--- src/sv/hrat_pkg.sv ---
`timescale 1ns / 1ps
// Shared types and constants for the host register allocation table.
// No dependencies.

package hrat_pkg;

	localparam int NUM_HOST_REGS_DEF = 32;
	localparam int AGE_W = 32;
	localparam int MASK_W = 32;
	localparam logic [MASK_W-1:0] RESERVED_RESET = 32'h3003_0000;

	localparam int MODE_WR_BIT = 1;
	localparam int MODE_CS_BIT = 2;

	typedef enum logic [3:0] {
		CMD_ALLOC        = 4'd0,
		CMD_CHECK        = 4'd1,
		CMD_HAS          = 4'd2,
		CMD_ADD_NEEDED   = 4'd3,
		CMD_CLEAR_NEEDED = 4'd4,
		CMD_FREE         = 4'd5,
		CMD_FREE_NOWB    = 4'd6,
		CMD_FREE_ALL     = 4'd7,
		CMD_WRITEBACK    = 4'd8,
		CMD_FLUSH        = 4'd9,
		CMD_CLEAR        = 4'd10
	} cmd_t;

	typedef enum logic [1:0] {
		ST_IDLE,
		ST_SCAN,
		ST_FINISH,
		ST_ANS
	} state_t;

	typedef struct packed {
		logic [2:0] rtype;
		logic [6:0] guest;
		logic [7:0] emode;
	} meta_t;

	typedef struct packed {
		logic             valid;
		logic             age_set;
		logic [AGE_W-1:0] best_age;
		logic [2:0]       rtype;
		logic [6:0]       guest;
		logic [7:0]       mode;
	} cmp_req_t;

	typedef struct packed {
		logic             match;
		logic             has_hit;
		logic             age_less;
		logic             wr;
		logic             cs;
		logic [AGE_W-1:0] age_eff;
	} cmp_t;

endpackage

--- src/sv/hrat_mem.sv ---
`timescale 1ns / 1ps
// Entry storage: class, guest index and mode bits, plus age stamps.
// One write port, one registered read port. Depends on hrat_pkg.

module hrat_mem import hrat_pkg::*; #(
	parameter int NUM_HOST_REGS = NUM_HOST_REGS_DEF
) (
	input  logic                             clk,
	input  logic                             rd_en,
	input  logic [$clog2(NUM_HOST_REGS)-1:0] rd_addr,
	output meta_t                            rd_meta,
	output logic [AGE_W-1:0]                 rd_age,
	input  logic                             wr_meta_en,
	input  logic                             wr_age_en,
	input  logic [$clog2(NUM_HOST_REGS)-1:0] wr_addr,
	input  meta_t                            wr_meta,
	input  logic [AGE_W-1:0]                 wr_age
);

	meta_t            meta_mem [NUM_HOST_REGS];
	logic [AGE_W-1:0] age_mem  [NUM_HOST_REGS];

	always_ff @(posedge clk) begin
		if (wr_meta_en) begin
			meta_mem[wr_addr] <= wr_meta;
		end
		if (wr_age_en) begin
			age_mem[wr_addr] <= wr_age;
		end
	end

	always_ff @(posedge clk) begin
		if (rd_en) begin
			rd_meta <= meta_mem[rd_addr];
			rd_age  <= age_mem[rd_addr];
		end
	end

endmodule

--- src/sv/hrat_cmp.sv ---
`timescale 1ns / 1ps
// Shared compare unit: tag match, mode overlap and age compare for one entry.
// Depends on hrat_pkg.

module hrat_cmp import hrat_pkg::*; (
	input  cmp_req_t         req,
	input  meta_t            meta,
	input  logic [AGE_W-1:0] age,
	output cmp_t             res
);

	always_comb begin
		res.match    = req.valid && (meta.rtype == req.rtype) && (meta.guest == req.guest);
		res.has_hit  = res.match && ((req.mode == 8'd0) || ((meta.emode & req.mode) != 8'd0));
		res.age_eff  = req.age_set ? age : '0;
		res.age_less = res.age_eff < req.best_age;
		res.wr       = meta.emode[MODE_WR_BIT];
		res.cs       = meta.emode[MODE_CS_BIT];
	end

endmodule

--- src/sv/hrat_ctrl.sv ---
`timescale 1ns / 1ps
// Command sequencer: entry scan, allocation choice, writeback and answer.
// Depends on hrat_pkg; drives hrat_mem and hrat_cmp.

module hrat_ctrl import hrat_pkg::*; #(
	parameter int NUM_HOST_REGS = NUM_HOST_REGS_DEF
) (
	input  logic                             clk,
	input  logic                             arst_n,
	input  logic                             start,
	output logic                             busy,
	input  logic [3:0]                       cmd,
	input  logic [4:0]                       host_reg,
	input  logic [2:0]                       reg_type,
	input  logic [6:0]                       guest_reg,
	input  logic [7:0]                       mode,
	input  logic [MASK_W-1:0]                reserved_mask,
	output logic                             result_strobe,
	output logic                             kind,
	output logic [4:0]                       result_reg,
	output logic                             ok,
	output logic [2:0]                       wb_type,
	output logic [6:0]                       wb_reg,
	output logic                             last,
	output logic                             rd_en,
	output logic [$clog2(NUM_HOST_REGS)-1:0] rd_addr,
	input  meta_t                            rd_meta,
	output logic                             wr_meta_en,
	output logic                             wr_age_en,
	output logic [$clog2(NUM_HOST_REGS)-1:0] wr_addr,
	output meta_t                            wr_meta,
	output logic [AGE_W-1:0]                 wr_age,
	output cmp_req_t                         creq,
	input  cmp_t                             cres
);

	localparam int IDX_W = $clog2(NUM_HOST_REGS);
	localparam logic [IDX_W-1:0] LAST_IDX = IDX_W'(NUM_HOST_REGS - 1);

	state_t state_q, state_d;
	cmd_t   cmd_in, cmd_q;

	logic [2:0]             t_q;
	logic [6:0]             g_q;
	logic [7:0]             m_q;
	logic [IDX_W-1:0]       addr_q, hi_q, idx_s1;
	logic                   issue_q, rd_s1;
	logic [NUM_HOST_REGS-1:0] valid_q, needed_q, aset_q;
	logic [AGE_W-1:0]       age_clock_q, best_age_q;
	logic                   found_q, has_found_q, free_found_q, ev_found_q;
	logic [IDX_W-1:0]       hit_idx_q, has_idx_q, free_idx_q, ev_idx_q;
	logic [7:0]             hit_mode_q;
	meta_t                  ev_meta_q;
	logic                   ans_ok_q;
	logic [4:0]             ans_reg_q;

	logic             accept, hr_ok, scan_go, single;
	logic             rsv, proc_act, proc_wb, proc_rel, emit_wb, fill;
	logic [IDX_W-1:0] wb_idx, fill_idx;
	meta_t            wb_meta;
	logic [7:0]       upd_mode;

	assign cmd_in = cmd_t'(cmd);
	assign accept = (state_q == ST_IDLE) && start;
	assign busy   = (state_q != ST_IDLE);
	assign hr_ok  = 32'(host_reg) < NUM_HOST_REGS;
	assign rsv    = (32'(idx_s1) < MASK_W) && reserved_mask[5'(idx_s1)];
	assign fill_idx = free_found_q ? free_idx_q : ev_idx_q;
	assign upd_mode = ((m_q != 8'd0) && ((hit_mode_q & m_q) == 8'd0)) ?
		(hit_mode_q | m_q) : hit_mode_q;

	assign rd_en   = (state_q == ST_SCAN) && issue_q;
	assign rd_addr = addr_q;

	assign creq.valid    = valid_q[idx_s1];
	assign creq.age_set  = aset_q[idx_s1];
	assign creq.best_age = best_age_q;
	assign creq.rtype    = t_q;
	assign creq.guest    = g_q;
	assign creq.mode     = m_q;

	always_comb begin
		scan_go = 1'b0;
		single  = 1'b0;
		case (cmd_in)
			CMD_ALLOC, CMD_CHECK, CMD_HAS, CMD_ADD_NEEDED, CMD_FREE_ALL, CMD_FLUSH: begin
				scan_go = 1'b1;
			end
			CMD_FREE, CMD_FREE_NOWB, CMD_WRITEBACK: begin
				scan_go = hr_ok;
				single  = 1'b1;
			end
			default: begin
				scan_go = 1'b0;
			end
		endcase
	end

	always_ff @(posedge clk or negedge arst_n) begin
		if (!arst_n) begin
			state_q <= ST_IDLE;
		end else begin
			state_q <= state_d;
		end
	end

	always_comb begin
		state_d    = state_q;
		wr_meta_en = 1'b0;
		wr_age_en  = 1'b0;
		wr_addr    = idx_s1;
		wr_meta    = rd_meta;
		wr_age     = age_clock_q + AGE_W'(1);
		emit_wb    = 1'b0;
		wb_idx     = idx_s1;
		wb_meta    = rd_meta;
		fill       = 1'b0;
		proc_act   = 1'b0;
		proc_wb    = 1'b0;
		proc_rel   = 1'b0;
		case (state_q)
			ST_IDLE: begin
				if (start) begin
					state_d = scan_go ? ST_SCAN : ST_ANS;
				end
			end
			ST_SCAN: begin
				if (rd_s1) begin
					proc_act = valid_q[idx_s1] && ((cmd_q == CMD_FREE_ALL) ||
						(cmd_q == CMD_FREE) || (cmd_q == CMD_FREE_NOWB) ||
						(cmd_q == CMD_WRITEBACK) ||
						((cmd_q == CMD_FLUSH) && !needed_q[idx_s1]));
					proc_wb  = proc_act && (cmd_q != CMD_FREE_NOWB) && cres.wr;
					proc_rel = proc_act && (cmd_q != CMD_WRITEBACK);
					if (proc_wb) begin
						wr_meta_en = 1'b1;
						wr_meta.emode[MODE_WR_BIT] = 1'b0;
						emit_wb = 1'b1;
					end
					if (!issue_q) begin
						state_d = ST_FINISH;
					end
				end
			end
			ST_FINISH: begin
				state_d = ST_ANS;
				if ((cmd_q == CMD_ALLOC) || (cmd_q == CMD_CHECK)) begin
					if (found_q) begin
						wr_meta_en = 1'b1;
						wr_addr    = hit_idx_q;
						wr_meta    = '{rtype: t_q, guest: g_q, emode: upd_mode};
					end else if ((cmd_q == CMD_ALLOC) && (free_found_q || ev_found_q)) begin
						fill       = 1'b1;
						wr_meta_en = 1'b1;
						wr_age_en  = 1'b1;
						wr_addr    = fill_idx;
						wr_meta    = '{rtype: t_q, guest: g_q, emode: m_q};
						if (!free_found_q && ev_meta_q.emode[MODE_WR_BIT]) begin
							emit_wb = 1'b1;
							wb_idx  = ev_idx_q;
							wb_meta = ev_meta_q;
						end
					end
				end
			end
			ST_ANS: begin
				state_d = ST_IDLE;
			end
			default: begin
				state_d = ST_IDLE;
			end
		endcase
	end

	// Sequencer datapath and table flags
	always_ff @(posedge clk or negedge arst_n) begin
		if (!arst_n) begin
			issue_q     <= 1'b0;
			rd_s1       <= 1'b0;
			valid_q     <= '0;
			needed_q    <= '0;
			aset_q      <= '0;
			age_clock_q <= '0;
		end else begin
			rd_s1 <= rd_en;
			if (rd_en) begin
				idx_s1 <= addr_q;
				if (addr_q == hi_q) begin
					issue_q <= 1'b0;
				end else begin
					addr_q <= addr_q + IDX_W'(1);
				end
			end

			if (accept) begin
				cmd_q        <= cmd_in;
				t_q          <= reg_type;
				g_q          <= guest_reg;
				m_q          <= mode;
				addr_q       <= single ? IDX_W'(host_reg) : '0;
				hi_q         <= single ? IDX_W'(host_reg) : LAST_IDX;
				issue_q      <= scan_go;
				found_q      <= 1'b0;
				has_found_q  <= 1'b0;
				free_found_q <= 1'b0;
				ev_found_q   <= 1'b0;
				ans_ok_q     <= 1'b0;
				ans_reg_q    <= single ? host_reg : 5'd0;
				case (cmd_in)
					CMD_CLEAR_NEEDED: begin
						needed_q <= '0;
						ans_ok_q <= 1'b1;
					end
					CMD_CLEAR: begin
						valid_q     <= '0;
						needed_q    <= '0;
						aset_q      <= '0;
						age_clock_q <= '0;
						ans_ok_q    <= 1'b1;
					end
					CMD_FREE_ALL, CMD_FLUSH: begin
						ans_ok_q <= 1'b1;
					end
					default: begin
						ans_ok_q <= 1'b0;
					end
				endcase
			end

			if ((state_q == ST_SCAN) && rd_s1) begin
				if (cres.match && !found_q) begin
					found_q    <= 1'b1;
					hit_idx_q  <= idx_s1;
					hit_mode_q <= rd_meta.emode;
				end
				if (cres.has_hit && !has_found_q) begin
					has_found_q <= 1'b1;
					has_idx_q   <= idx_s1;
				end
				if (!rsv && !valid_q[idx_s1] && (!free_found_q || cres.age_less)) begin
					free_found_q <= 1'b1;
					free_idx_q   <= idx_s1;
					best_age_q   <= cres.age_eff;
				end
				if (!rsv && valid_q[idx_s1] && !cres.cs && !ev_found_q) begin
					ev_found_q <= 1'b1;
					ev_idx_q   <= idx_s1;
					ev_meta_q  <= rd_meta;
				end
				if (proc_act && ((cmd_q != CMD_WRITEBACK) || proc_wb)) begin
					ans_ok_q <= 1'b1;
				end
				if (proc_rel) begin
					valid_q[idx_s1]  <= 1'b0;
					needed_q[idx_s1] <= 1'b0;
				end
			end

			if (state_q == ST_FINISH) begin
				case (cmd_q)
					CMD_ALLOC, CMD_CHECK, CMD_ADD_NEEDED: begin
						if (found_q) begin
							needed_q[hit_idx_q] <= 1'b1;
							ans_ok_q  <= 1'b1;
							ans_reg_q <= 5'(hit_idx_q);
						end else if (fill) begin
							valid_q[fill_idx]  <= 1'b1;
							needed_q[fill_idx] <= 1'b1;
							aset_q[fill_idx]   <= 1'b1;
							age_clock_q        <= age_clock_q + AGE_W'(1);
							ans_ok_q  <= 1'b1;
							ans_reg_q <= 5'(fill_idx);
						end
					end
					CMD_HAS: begin
						if (has_found_q) begin
							ans_ok_q  <= 1'b1;
							ans_reg_q <= 5'(has_idx_q);
						end
					end
					default: begin
						ans_ok_q <= ans_ok_q;
					end
				endcase
			end
		end
	end

	// Result register
	always_ff @(posedge clk or negedge arst_n) begin
		if (!arst_n) begin
			result_strobe <= 1'b0;
		end else begin
			result_strobe <= emit_wb || (state_q == ST_ANS);
		end
	end

	always_ff @(posedge clk) begin
		if (emit_wb) begin
			kind       <= 1'b1;
			result_reg <= 5'(wb_idx);
			ok         <= 1'b1;
			wb_type    <= wb_meta.rtype;
			wb_reg     <= wb_meta.guest;
			last       <= 1'b0;
		end else begin
			kind       <= 1'b0;
			result_reg <= ans_reg_q;
			ok         <= ans_ok_q;
			wb_type    <= 3'd0;
			wb_reg     <= 7'd0;
			last       <= 1'b1;
		end
	end

endmodule

--- src/sv/host_register_alloc_table_top.sv ---
`timescale 1ns / 1ps
// Top level of the host register allocation table.
// Depends on hrat_pkg, hrat_mem, hrat_cmp and hrat_ctrl.
//
//   channel   | handshake                  | payload
//   ----------+----------------------------+--------------------------------------------
//   config    | cfg_wr_en                  | cfg_wr_data (reserved_mask)
//   command   | start, busy                | cmd, host_reg, reg_type, guest_reg, mode
//   result    | result_strobe (no stall)   | kind, result_reg, ok, wb_type, wb_reg, last
//
// Check, alloc, has, add_needed, free_all and flush scan the entry memory one
// entry per cycle through the compare unit, from entry 0 to the last entry.
// free, free_nowb and writeback read only the entry at host_reg; other commands skip the scan.
// Writebacks leave at most one per cycle; the answer comes last, after busy drops.
// Reset clears the table flags, age clock and result strobe; no clearing pass.
// Results are held for one cycle only; the receiver must take them.

module host_register_alloc_table_top import hrat_pkg::*; #(
	parameter int NUM_HOST_REGS = NUM_HOST_REGS_DEF
) (
	input  logic              clk,
	input  logic              arst_n,
	input  logic              cfg_wr_en,
	input  logic [MASK_W-1:0] cfg_wr_data,
	input  logic              start,
	output logic              busy,
	input  logic [3:0]        cmd,
	input  logic [4:0]        host_reg,
	input  logic [2:0]        reg_type,
	input  logic [6:0]        guest_reg,
	input  logic [7:0]        mode,
	output logic              result_strobe,
	output logic              kind,
	output logic [4:0]        result_reg,
	output logic              ok,
	output logic [2:0]        wb_type,
	output logic [6:0]        wb_reg,
	output logic              last
);

	localparam int IDX_W = $clog2(NUM_HOST_REGS);

	logic [MASK_W-1:0] reserved_mask_q;
	logic              rd_en, wr_meta_en, wr_age_en;
	logic [IDX_W-1:0]  rd_addr, wr_addr;
	meta_t             rd_meta, wr_meta;
	logic [AGE_W-1:0]  rd_age, wr_age;
	cmp_req_t          creq;
	cmp_t              cres;

	always_ff @(posedge clk or negedge arst_n) begin
		if (!arst_n) begin
			reserved_mask_q <= RESERVED_RESET;
		end else if (cfg_wr_en) begin
			reserved_mask_q <= cfg_wr_data;
		end
	end

	hrat_mem #(
		.NUM_HOST_REGS(NUM_HOST_REGS)
	) u_mem (
		.clk        (clk),
		.rd_en      (rd_en),
		.rd_addr    (rd_addr),
		.rd_meta    (rd_meta),
		.rd_age     (rd_age),
		.wr_meta_en (wr_meta_en),
		.wr_age_en  (wr_age_en),
		.wr_addr    (wr_addr),
		.wr_meta    (wr_meta),
		.wr_age     (wr_age)
	);

	hrat_cmp u_cmp (
		.req  (creq),
		.meta (rd_meta),
		.age  (rd_age),
		.res  (cres)
	);

	hrat_ctrl #(
		.NUM_HOST_REGS(NUM_HOST_REGS)
	) u_ctrl (
		.clk           (clk),
		.arst_n        (arst_n),
		.start         (start),
		.busy          (busy),
		.cmd           (cmd),
		.host_reg      (host_reg),
		.reg_type      (reg_type),
		.guest_reg     (guest_reg),
		.mode          (mode),
		.reserved_mask (reserved_mask_q),
		.result_strobe (result_strobe),
		.kind          (kind),
		.result_reg    (result_reg),
		.ok            (ok),
		.wb_type       (wb_type),
		.wb_reg        (wb_reg),
		.last          (last),
		.rd_en         (rd_en),
		.rd_addr       (rd_addr),
		.rd_meta       (rd_meta),
		.wr_meta_en    (wr_meta_en),
		.wr_age_en     (wr_age_en),
		.wr_addr       (wr_addr),
		.wr_meta       (wr_meta),
		.wr_age        (wr_age),
		.creq          (creq),
		.cres          (cres)
	);

endmodule
--- config.mk ---
export PLATFORM = sky130hd
export DESIGN_NAME = host_register_alloc_table_top
export DESIGN_NICKNAME = d
export VERILOG_FILES = /design/src/sv/hrat_pkg.sv /design/src/sv/hrat_mem.sv /design/src/sv/hrat_cmp.sv /design/src/sv/hrat_ctrl.sv /design/src/sv/host_register_alloc_table_top.sv
export SDC_FILE = /design/constraint.sdc
export NUM_CORES = 2
export LEC_CHECK = 0
export BUFFER_PORTS_ARGS = -buffer_cell sky130_fd_sc_hd__buf_2
export CAP_MARGIN = 15
export CORE_ASPECT_RATIO = 0.75
export CORE_MARGIN = 2
export CORE_UTILIZATION = 30
export CTS_BUF_LIST = sky130_fd_sc_hd__clkbuf_4 sky130_fd_sc_hd__clkbuf_8 sky130_fd_sc_hd__clkbuf_16
export DETAILED_ROUTE_END_ITERATION = 8
export GPL_TIMING_DRIVEN = 0
export SYNTH_ARGS = -nofsm -noshare
export SYNTH_HDL_FRONTEND = slang
export SYNTH_SLANG_ARGS = --single-unit
--- constraint.sdc ---
create_clock -name clk -period 12.2 [get_ports clk]
set_input_delay 1.22 -clock clk [delete_from_list [all_inputs] [get_ports clk]]
set_output_delay 1.22 -clock clk [all_outputs]
set_load 0.005 [all_outputs]
== Word-level counts from Yosys, hierarchy flattened ==
Memory sizes are Yosys's and may differ from the RTL's. A register that Yosys moved wholly into a read port is not among the register bits.
Cells that the tools add are included.
Storage, ports and cells
  input port bits: 63
  logic and storage cells: 292
  output and inout bits: 20
  memories: 2
  bits in writable memories: 1600
  register bits after elaboration: 308
Operators by class
  bitwise operators: 10
  add/sub/neg operators: 2
  reduce and logical (&&, ||, !) cells: 68
  multiplexer cells: 135
  eq/ne operators: 31
  $lt $le $gt $ge: 7
Memories
  u_mem.age_mem: words 32, width 32, read ports 1, clocked after Yosys merged registers in 1, write ports 1, line hrat_mem.sv:21  | logic [AGE_W-1:0] age_mem [NUM_HOST_REGS];
  u_mem.meta_mem: words 32, width 18, read ports 1, clocked after Yosys merged registers in 1, write ports 1, line hrat_mem.sv:20  | meta_t meta_mem [NUM_HOST_REGS];
Operator list (count)
  2-to-1 mux 32 bit: 29
  2-to-1 mux 18 bit: 8
  bitwise OR 32 bit: 4
  2-to-1 mux 5 bit: 20
  AND 32 bit: 2
  2-to-1 mux 1 bit: 59
  adder 32 x 1 -> 32 bit (second input constant): 1
  less-than comparator 32 bit: 1
  inverter 32 bit: 1
  == test 4 x 3 -> 1 bit (second input constant): 7
  logical AND 1 bit: 25
  binary-select mux 1 bit (select 5 bit): 4
  == test 4 bit (second input constant): 5
  less-than comparator 5 x 6 -> 1 bit (second input constant): 3
  AND reduction 3 bit: 6
  AND 8 bit: 2
  == test 4 x 2 -> 1 bit (second input constant): 4
  zero test 8 bit: 2
  2-to-1 mux 16 bit: 1
  nonzero test 8 bit: 2
  demux 1 bit (select 5 bit): 3
  greater-or-equal comparator 5 x 1 -> 1 bit (second input constant): 3
  logical OR 1 bit: 10
  case mux 5 bit (2 select lines): 1
  other kinds (26): 50

== Longest topological paths before layout ==
  word-level depth: 18
  gate-level depth with buffers: 17
  depth with buffers taken out: 12

== Hierarchy ==
From an unflattened synthesis, not the netlist that was laid out.
Second synthesis, totals
  cells, all modules: 4938
  area, all modules: 79766.5 um2
Modules (own cells, without submodules)
  hrat_mem: area an instance 63855.0 um2, sequential area each 49547.5 um2, cells an instance 3548, times used 1
  hrat_ctrl: area an instance 13371.6 um2, sequential area each 7231.9 um2, cells an instance 1150, times used 1
  host_register_alloc_table_top: area an instance 1350.0 um2, sequential area each 805.8 um2, cells an instance 68, times used 1
  hrat_cmp: area an instance 1189.9 um2, sequential area each 0.0 um2, cells an instance 172, times used 1

== Least setup slack after synthesis ==
OpenSTA, ideal clock, no wires.
  path type: register -> register
  from: register u_ctrl.idx_s1[1]
  to: register u_ctrl.best_age_q[0], enable pin
  required time: 11.723 ns
  arrival time: 6.185 ns
  cell stages (with the launch flop): 18
  path buffers: 5
  period minus slack after synthesis: 6.663 ns
  setup time: 0.477 ns
  path slack: 5.537 ns
  cells stage by stage: edfxtp_1 > buf_4 > buf_6 > buf_6 > buf_2 > mux2i_1 > o22ai_1 > a22o_1 > or3_1 > clkbuf_1 > and2_1 > ha_1 > a22oi_1 > o211ai_1 > a221o_1 > nor4_1 > a31oi_1 > nor3_1
RTL lines
  start, declared: line hrat_ctrl.sv:46  | logic [IDX_W-1:0] addr_q, hi_q, idx_s1;
  start signal, assigned: line hrat_ctrl.sv:187  | idx_s1 <= addr_q;
  end signal, assigned: line hrat_ctrl.sv:243  | best_age_q <= cres.age_eff;
  end, declared: line hrat_ctrl.sv:49  | logic [AGE_W-1:0] age_clock_q, best_age_q;

==> results.md <==
- The proportion of synthesized chip area in sequential cells is 0.738.
- The detailed router finished its first iteration with between 6000 and 7000 violations.
- The number of clock sinks is between 1500 and 2000.
- In the finished design, the share of the clock period the worst path needs comes to 0.644.
- The height of the die is around 450 µm.
- Based on the critical path, the design can be clocked at up to between 100 and 150 MHz.
- The non-filler instance count after layout is 7953.
- The average detailed-routed wire length per instance is about 27 µm.
- The global-route wire length before repair is a little over 300000 µm.
- The final estimated routing congestion in global placement is 0.912.
- The sequential share of power is 0.490.
- Setup violations remaining at the end of the flow were counted as 0.
- The total standard cell area after synthesis is 78100 µm².
- The data required time of the worst path is 12.79 ns.
- The count of warnings emitted by yosys is 0.
- The relative area change from synthesis to final layout is 18.1%.
- After clock tree synthesis, the setup repair step added 0 buffers.
- Max-cap violations in this run came to 0.
- The clock network fraction of total power is 0.350.
- The run finished with clean final reports.
- The total of hold buffers inserted after clock tree synthesis is 0.
- After synthesis the netlist holds a flip-flop and latch count of between 1500 and 2000.
- The remaining global-route overflow is 0.
- In this run the standard cell core region covers about 260000 µm².
- The analysis attributes to cell leakage a power of 29.9 nW.
- The number of antenna violations at the first check in global routing came to 17.
- Port buffering added ~80 buffers.
- Internal power comes to 12.4 mW.
- The area of the die is 264000 µm².
- After layout, the minimum clock period comes to about 7.9 ns.
- Across every metal layer, demand over resource in global routing totals 0.161.
- TritonCTS built the clock tree.
- The total placed cells including tap cells is 7594.
- The share of cells above drive strength 1 is 0.301.
- The number of levels the H-tree was split into is 4.
- The pin count of the biggest net entering global routing is 98.
- The ratio of routed vias to standard cells is 5.28.
- u_mem.age_mem holds more flip-flops than any other register.
- The vias after detailed routing is 42000.
- The analysis attributes to net switching a power of 4.34 mW.
- The first detailed-routing pass took 9 iterations.
- The path category of the worst min-delay check is in2async.
- The maximum vdd drop is 0.000105 V.
- The register with the most flip-flops in the layout has ~1000 of them.
- In the final layout, the registers with the most flip-flops are u_mem.age_mem x1024, u_mem.meta_mem x576.
- Setup repair after global routing left no endpoint under its margin.
- After detailed routing, the number of remaining DRC violations is 0.
- The deepest clock path buffer count is 4.
- The share of synthesized flip-flops with an asynchronous set or reset is 0.0846.
- The average instance in the mapped netlist occupies 20.0 µm².
- For the pin with the worst max-slew slack, the measured transition is ~1.3 ns.
- At the end of the flow, the number of nets in the layout was between 4000 and 5000.
- The tightest hold path in the finished design has a slack of 0.391 ns.
- The number of enable flip-flop cells after synthesis is 1768.
- The initial cell density of the core is 0.301.
- For the final database, setup skew stands at 0.0836 ns.
- Of the total power, combinational logic draws 0.161.
- The die width is about 590 µm.
- The via count of the first global-routing pass came to 41100.
- The number of max-slew violations in the final report is 0.
- The aggregate negative setup slack is 0 ns.
- STA classifies the critical path startpoint as a flop.
- The placed wire-length estimate is 152000 µm.
- The worst setup path is of the reg2reg kind.
- The clock reaches the later pin of the worst-skew pair after 0.86 ns.
- The detailed-route wire length is 216000 µm.
- After floorplanning, the core was divided into 162 placement rows.
- In this run, CTS created clock tree buffers numbering 192.
- In the layout the commonest cells are 1768 x sky130_fd_sc_hd__edfxtp_1, 519 x sky130_fd_sc_hd__mux4_2, 194 x sky130_fd_sc_hd__clkbuf_16.
- The unique cell type count in the Yosys netlist is 79.
- The endpoint kind of the worst setup timing path is a flop.
- The internal reg-to-reg setup slack is between 4 and 5 ns.
- The worst pin sits at a relative slew slack of 0.147.
- The number of nets still failing antenna checks after routing is 0.
- The most instantiated flip-flop cell in the synthesis netlist is sky130_fd_sc_hd__edfxtp_1.
- The most common cell after layout, fill and taps aside is sky130_fd_sc_hd__edfxtp_1.
- For this design the top-level I/O count stands at 83.
- The cell at the root of the clock tree is sky130_fd_sc_hd__clkbuf_16.
- In this run the power density over the cells is about 180 nW/µm².
- The count of final hold-check violations is 0.
- The net count after synthesis is 4007.
- Data arrives at the worst endpoint at 8.45 ns.
- The net switching fraction of the power is 0.260.
- Synthesis produced a netlist whose cell count is approximately 4000.
- Clock-pin slew was measured on the worst setup and hold paths at 0.06 ns.
- Of all nets on the critical path, the largest fanout is 12.
- The number of gates given a new drive strength after cts is 0.
==> layer usage <==
layer / vias to the layer above / wire length, µm / global-route usage
met3: 313 / 24300 / 0.0449
met4: 6 / 4120 / 0.0338
met2: 2217 / 90500 / 0.227
met5: - / 40 / 0
met1: 22400 / 96800 / 0.246
li1: 17000 / - / -
==> worst max-delay path: stages (launching register included) <==
cell and delay, ns:
sky130_fd_sc_hd__edfxtp_1 0.48, sky130_fd_sc_hd__buf_2 0.28, sky130_fd_sc_hd__buf_2 0.30, sky130_fd_sc_hd__buf_1 0.73, sky130_fd_sc_hd__nor3b_1 0.99, sky130_fd_sc_hd__a22o_1 0.29, sky130_fd_sc_hd__or3_1 0.35, sky130_fd_sc_hd__clkbuf_1 0.55
sky130_fd_sc_hd__and2_1 0.24, sky130_fd_sc_hd__ha_1 0.20, sky130_fd_sc_hd__nor2_1 0.13, sky130_fd_sc_hd__or3_1 0.46, sky130_fd_sc_hd__a211oi_1 0.85, sky130_fd_sc_hd__nor4_1 0.10, sky130_fd_sc_hd__a31oi_1 0.82, sky130_fd_sc_hd__nor3_2 0.36
sky130_fd_sc_hd__buf_6 0.27, sky130_fd_sc_hd__buf_6 0.16
==> logic make-up (layout without fill, tap and decap cells) <==
logic type,Yosys count,after routing,synth area share
and+or+nand+nor,564,564,0.0352
xor gates and xnor gates,49,49,0.00550
buffers and inverters,269,870,0.0139
other,0,2,0
adders and majority gates,38,38,0.00609
AOI/OAI and AO/OA,375,375,0.0323
DFF,1951,1951,0.738
muxes,660,660,0.169
==> cells in the mapped netlist (8+ instances only) <==
cell type	n	area, µm²
sky130_fd_sc_hd__a21o_1	31	233
sky130_fd_sc_hd__a21oi_1	85	425
sky130_fd_sc_hd__a22o_1	20	175
sky130_fd_sc_hd__a22oi_1	15	113
sky130_fd_sc_hd__a311oi_1	27	236
sky130_fd_sc_hd__a31oi_1	19	119
sky130_fd_sc_hd__and2_1	45	282
sky130_fd_sc_hd__and3_1	9	56.3
sky130_fd_sc_hd__buf_1	44	165
sky130_fd_sc_hd__buf_2	33	165
sky130_fd_sc_hd__clkbuf_1	131	492
sky130_fd_sc_hd__dfrtp_1	161	4030
sky130_fd_sc_hd__dfxtp_1	18	360
sky130_fd_sc_hd__edfxtp_1	1768	53100
sky130_fd_sc_hd__ha_1	38	475
sky130_fd_sc_hd__inv_1	54	203
sky130_fd_sc_hd__mux2_2	99	1110
sky130_fd_sc_hd__mux2i_1	41	410
sky130_fd_sc_hd__mux4_2	519	11700
sky130_fd_sc_hd__nand2_1	148	556
sky130_fd_sc_hd__nand2b_1	10	62.6
sky130_fd_sc_hd__nand3_1	51	255
sky130_fd_sc_hd__nand4_1	18	113
sky130_fd_sc_hd__nor2_1	148	556
sky130_fd_sc_hd__nor2b_1	8	50.1
sky130_fd_sc_hd__nor3_1	55	275
sky130_fd_sc_hd__nor4_1	18	113
sky130_fd_sc_hd__o21ai_0	87	435
sky130_fd_sc_hd__o22ai_1	10	62.6
sky130_fd_sc_hd__o31ai_1	15	113
sky130_fd_sc_hd__or3_1	15	93.8
sky130_fd_sc_hd__xnor2_1	35	307
sky130_fd_sc_hd__xor2_1	14	123
==> layout make-up <==
class / count / area, µm²
well taps: 3444 / 4310
inverters: 55 / 206
fillers: 23700 / 167000
multi-input cells: 1686 / 20100
clock buffers: 243 / 5250
plain buffers: 214 / 883
diodes: 2 / 5.00
clock inverters: 99 / 847
repair buffers: 259 / 3050
flip-flops and latches: 1951 / 57600
==> worst paths after layout <==
check                                               start                              end  cells after the start
max in group asynchronous                          arst_n      u_ctrl.aset_q[18]$_DFF_PN0_                      2
max                            u_ctrl.idx_s1[4]$_DFFE_PP_   u_ctrl.best_age_q[8]$_DFFE_PP_                     17
min reg2reg                u_ctrl.ev_meta_q[17]$_DFFE_PP_     u_ctrl.wb_type[2]$_SDFF_PN0_                      2
min in group clk           u_ctrl.ev_meta_q[17]$_DFFE_PP_     u_ctrl.wb_type[2]$_SDFF_PN0_                      2
min                                                arst_n  reserved_mask_q[13]$_DFFE_PN0P_                      1
max reg2reg                    u_ctrl.idx_s1[4]$_DFFE_PP_   u_ctrl.best_age_q[8]$_DFFE_PP_                     17
==> through the flow <==
stage	total power [mW]	setup slack (ns)	utilization	instance area, µm²
floorplan	9.79	5.54	-	78100
global placement	10.7	0.887	0.319	82800
detailed placement	11.0	4.65	0.331	85800
CTS	16.8	4.63	0.355	91900
global route	17.3	4.20	0.356	92200
finish	16.7	4.34	0.356	92200
==> power by group through the flow <==
stage,Clock [mW],Sequential (mW),Combinational (mW)
after floorplan,0,8.30,1.49
after global placement,0,8.36,2.31
after detailed placement,0,8.33,2.63
after CTS,5.95,8.19,2.64
after global routing,6.22,8.20,2.87
final,5.85,8.19,2.68
Note: power is estimated with default switching activity, not from simulation.
